--- config.mk ---
export PLATFORM = sky130hd
export DESIGN_NAME = mgsa_ram
export DESIGN_NICKNAME = d
export VERILOG_FILES = /design/src/rtl/mgsa_ram.sv
export SDC_FILE = /design/constraint.sdc
export NUM_CORES = 1
export LEC_CHECK = 0
export ABC_AREA = 0
export BUFFER_PORTS_ARGS = -buffer_cell sky130_fd_sc_hd__buf_2
export CORE_ASPECT_RATIO = 1.4
export CORE_MARGIN = 2
export CORE_UTILIZATION = 60
export DETAILED_ROUTE_END_ITERATION = 10
export PLACE_DENSITY = 0.89
export SLEW_MARGIN = 15
export SYNTH_ARGS = -nofsm -noshare
export SYNTH_HDL_FRONTEND = slang
export SYNTH_SLANG_ARGS = --single-unit
--- constraint.sdc ---
create_clock -name clk_i -period 2.37 [get_ports clk_i]
set_clock_uncertainty 0.1 [all_clocks]
set_input_delay 0.1185 -clock clk_i [delete_from_list [all_inputs] [get_ports clk_i]]
set_output_delay 0.1185 -clock clk_i [all_outputs]
set_load 0.05 [all_outputs]
--- src/rtl/mgsa_ram.sv ---
module mgsa_ram #(
  parameter int unsigned Width = 8,
  parameter int unsigned Depth = 16
) (
  input  logic                     clk_i,
  input  logic                     we_i,
  input  logic [$clog2(Depth)-1:0] waddr_i,
  input  logic [Width-1:0]         wdata_i,
  input  logic [$clog2(Depth)-1:0] raddr_i,
  output logic [Width-1:0]         rdata_o
);

  logic [Width-1:0] mem_q [Depth];

  // write port and registered read port
  always_ff @(posedge clk_i) begin
    if (we_i) begin
      mem_q[waddr_i] <= wdata_i;
    end
    rdata_o <= mem_q[raddr_i];
  end

endmodule
==> metrics.cfg <==
[run_status]
status = complete, no violations

[logic_synthesis]
synth.yosys.seq_area_share = 0.778
syn_area_um2 = 5150
netlist_instances = 229
synth_flop_cell = edfxtp_1
avgSynthCellArea_um2 = 22.5
yosysUniqueCellTypes = 19
yosys_warnings = 0
synth_fp_nets = 247
synth-seq-cells = 136
synth_edf_count = 128
synthArstFlopShare = 0

[setup_path]
critPathKind = reg -> reg
worstRegToRegCells = 3
arrival_ns = 1.76
cp-start-kind = flip-flop
critical_path_required_ns = 2.56
cp_max_fo = 1
setup.worst_path.end_class = flip-flop

[die]
num_rows = 40
die_area_um2 = 9350
core_um2 = 8460
ios = 26
die_x_um = 82.3
start_util = 0.609
die_h_um = 114

[detailed_routing]
met1_length_um = 3950
wl_per_cell_um = 25.4
wl_um = 10300
drt-pass1-iter-count = 7
routed.top_layer = met4
wl_met3_um = 592
antenna_left = 0
num_vias = 2568
routed_via_density = 6.37
met2WireLength_um = 5460
drc = 0
drt-initial-drc-count = 231

[placement]
gp_congestion = 0.791
hpwlAfterDp_um = 6290
pre_cts_slack_ns = 0.436
port_buffers = 25

[clock_tree]
path_clk_slew_ns = 0.05
post_cts_buffers = 0
root_buffer = clkbuf_16
clockBufferDepth = 2
insertion_delay_ns = 0.42
clock_sinks = 136
h-tree-depth = 4
cts_tree = yes
numCtsBuffers = 17

[timing]
max_slew_margin = 0.425
period_share = 0.660
worst_pin_slew_ns = 0.859
fin_setup_tns_ns = 0
fin_ws_ns = 0.805
finalCriticalPeriod_ns = 1.56
grt_setup_unrepaired = no
hold_viol_final = 0
setup_viol_count_final = 0
fmax_ghz = 0.639
drv_slew = 0

[hold_path]
hold-path-cell-count = 1
hold_path.class = in -> reg

[pwr]
power_frac_clock = 0.449
p_int_uw = 4330
p_sw_uw = 1150
p_seq_frac = 0.494
powerDensity_nw_per_um2 = 901
power_leakage_uw = 0.00208
worst_ir_drop_vdd_uv = 659
p_comb_frac = 0.057
p_sw_frac = 0.210

[global_route]
grt_remaining_overflow = 0
grt_use_total = 0.249
antenna_found_initial = 0
grt_max_degree = 33
grt_pass1_vias = 2633
grt_first_pass_wirelength_um = 15500

[flow_run]
max-cap-violations = 0

[layout]
syn_to_final_growth_pct = 18.1
final_common_cell = edfxtp_1
fin_util = 0.719
antennaDiodeCount = 0
nets = 304
drive_gt1_frac = 0.299
final_cell_mix = edfxtp_1 (128), buf_2 (25), mux4_2 (18)
fillers = 490

==> layer usage <==
metal / GRT usage / vias to the layer above
li1: - / 1092
met1: 0.329 / 1316
met5: 0 / -
met3: 0.0633 / 22
met4: 0.112 / 0
met2: 0.391 / 138
==> what timing repair did <==
item                      in CTS  in global routing
gates resized for setup        0                  0
hold endpoints to repair      92                  0
hold buffers                   7                  0
==> power groups by stage <==
stage | sequential (uW) | clock, uW | combinational, uW
6_report | 2710 | 2460 | 310
5_1_grt | 2710 | 2580 | 331
4_1_cts | 2710 | 2490 | 312
3_5_place_dp | 2760 | 0 | 300
3_3_place_gp | 2750 | 0 | 289
2_1_floorplan | 2810 | 0 | 136
==> synthesized netlist by cell type (2+ instances only) <==
cell type          n  share of area
a22oi_1           16          0.023
buf_2              3         0.0029
buf_6              3         0.0066
clkdlybuf4s25_2    3         0.0058
dfxtp_1            8          0.031
edfxtp_1         128           0.75
mux4_1            14          0.071
mux4_2            18          0.079
nand2_1            9         0.0066
nand2b_1           2         0.0024
nand3b_1           2         0.0029
nor2_1            13         0.0095
nor3_1             4         0.0039
==> final timing paths <==
path                            endpoint  slack (ns)              startpoint
setup / recovery      rdata_o[2]$_DFF_P_        0.81   mem_q[2][2]$_DFFE_PP_
hold / removal    mem_q[15][1]$_DFFE_PP_        0.02              wdata_i[1]
setup reg to reg      rdata_o[2]$_DFF_P_        0.81   mem_q[2][2]$_DFFE_PP_
hold reg to reg       rdata_o[1]$_DFF_P_        0.58  mem_q[11][1]$_DFFE_PP_
==> area by class of cell <==
class | count | area [um2] | share of cell area
flip-flops and latches | 136 | 4000 | 0.658
multi-input cells | 83 | 1060 | 0.174
clock buffers | 17 | 425 | 0.0700
repair buffers | 48 | 328 | 0.0539
clock inverters | 14 | 135 | 0.0222
well taps | 105 | 131 | 0.0216
==> worst max-delay path: stages (launching register included) <==
cell	delay, ns
edfxtp_1	0.40
mux4_1	0.58
a22oi_1	0.27
nand2_1	0.09
==> stage by stage <==
step	cells	total power, uW	area, um2	hold slack, ns
floorplan	229	2940	5150	0.117
global placement	365	3040	5450	0.394
detailed placement	365	3060	5450	0.409
CTS	403	5510	6080	0.00641
global route	403	5620	6080	0.0103
finish	403	5480	6080	0.0245
==> sequential cells by signal, summed over array words and instances (netlist names) <==
register,flops
mem_q,128
rdata_o,8
==> cell families (layout without fill, tap and decap cells) <==
family                 count (synthesis)  count (layout)  synth area share
AOI/OAI and AO/OA                     16              16            0.0233
buffers and inverters                 10              79            0.0168
DFF                                  136             136             0.778
muxes                                 32              32             0.150
and+or+nand+nor                       35              35            0.0318
(Power assumes the default switching activity.)
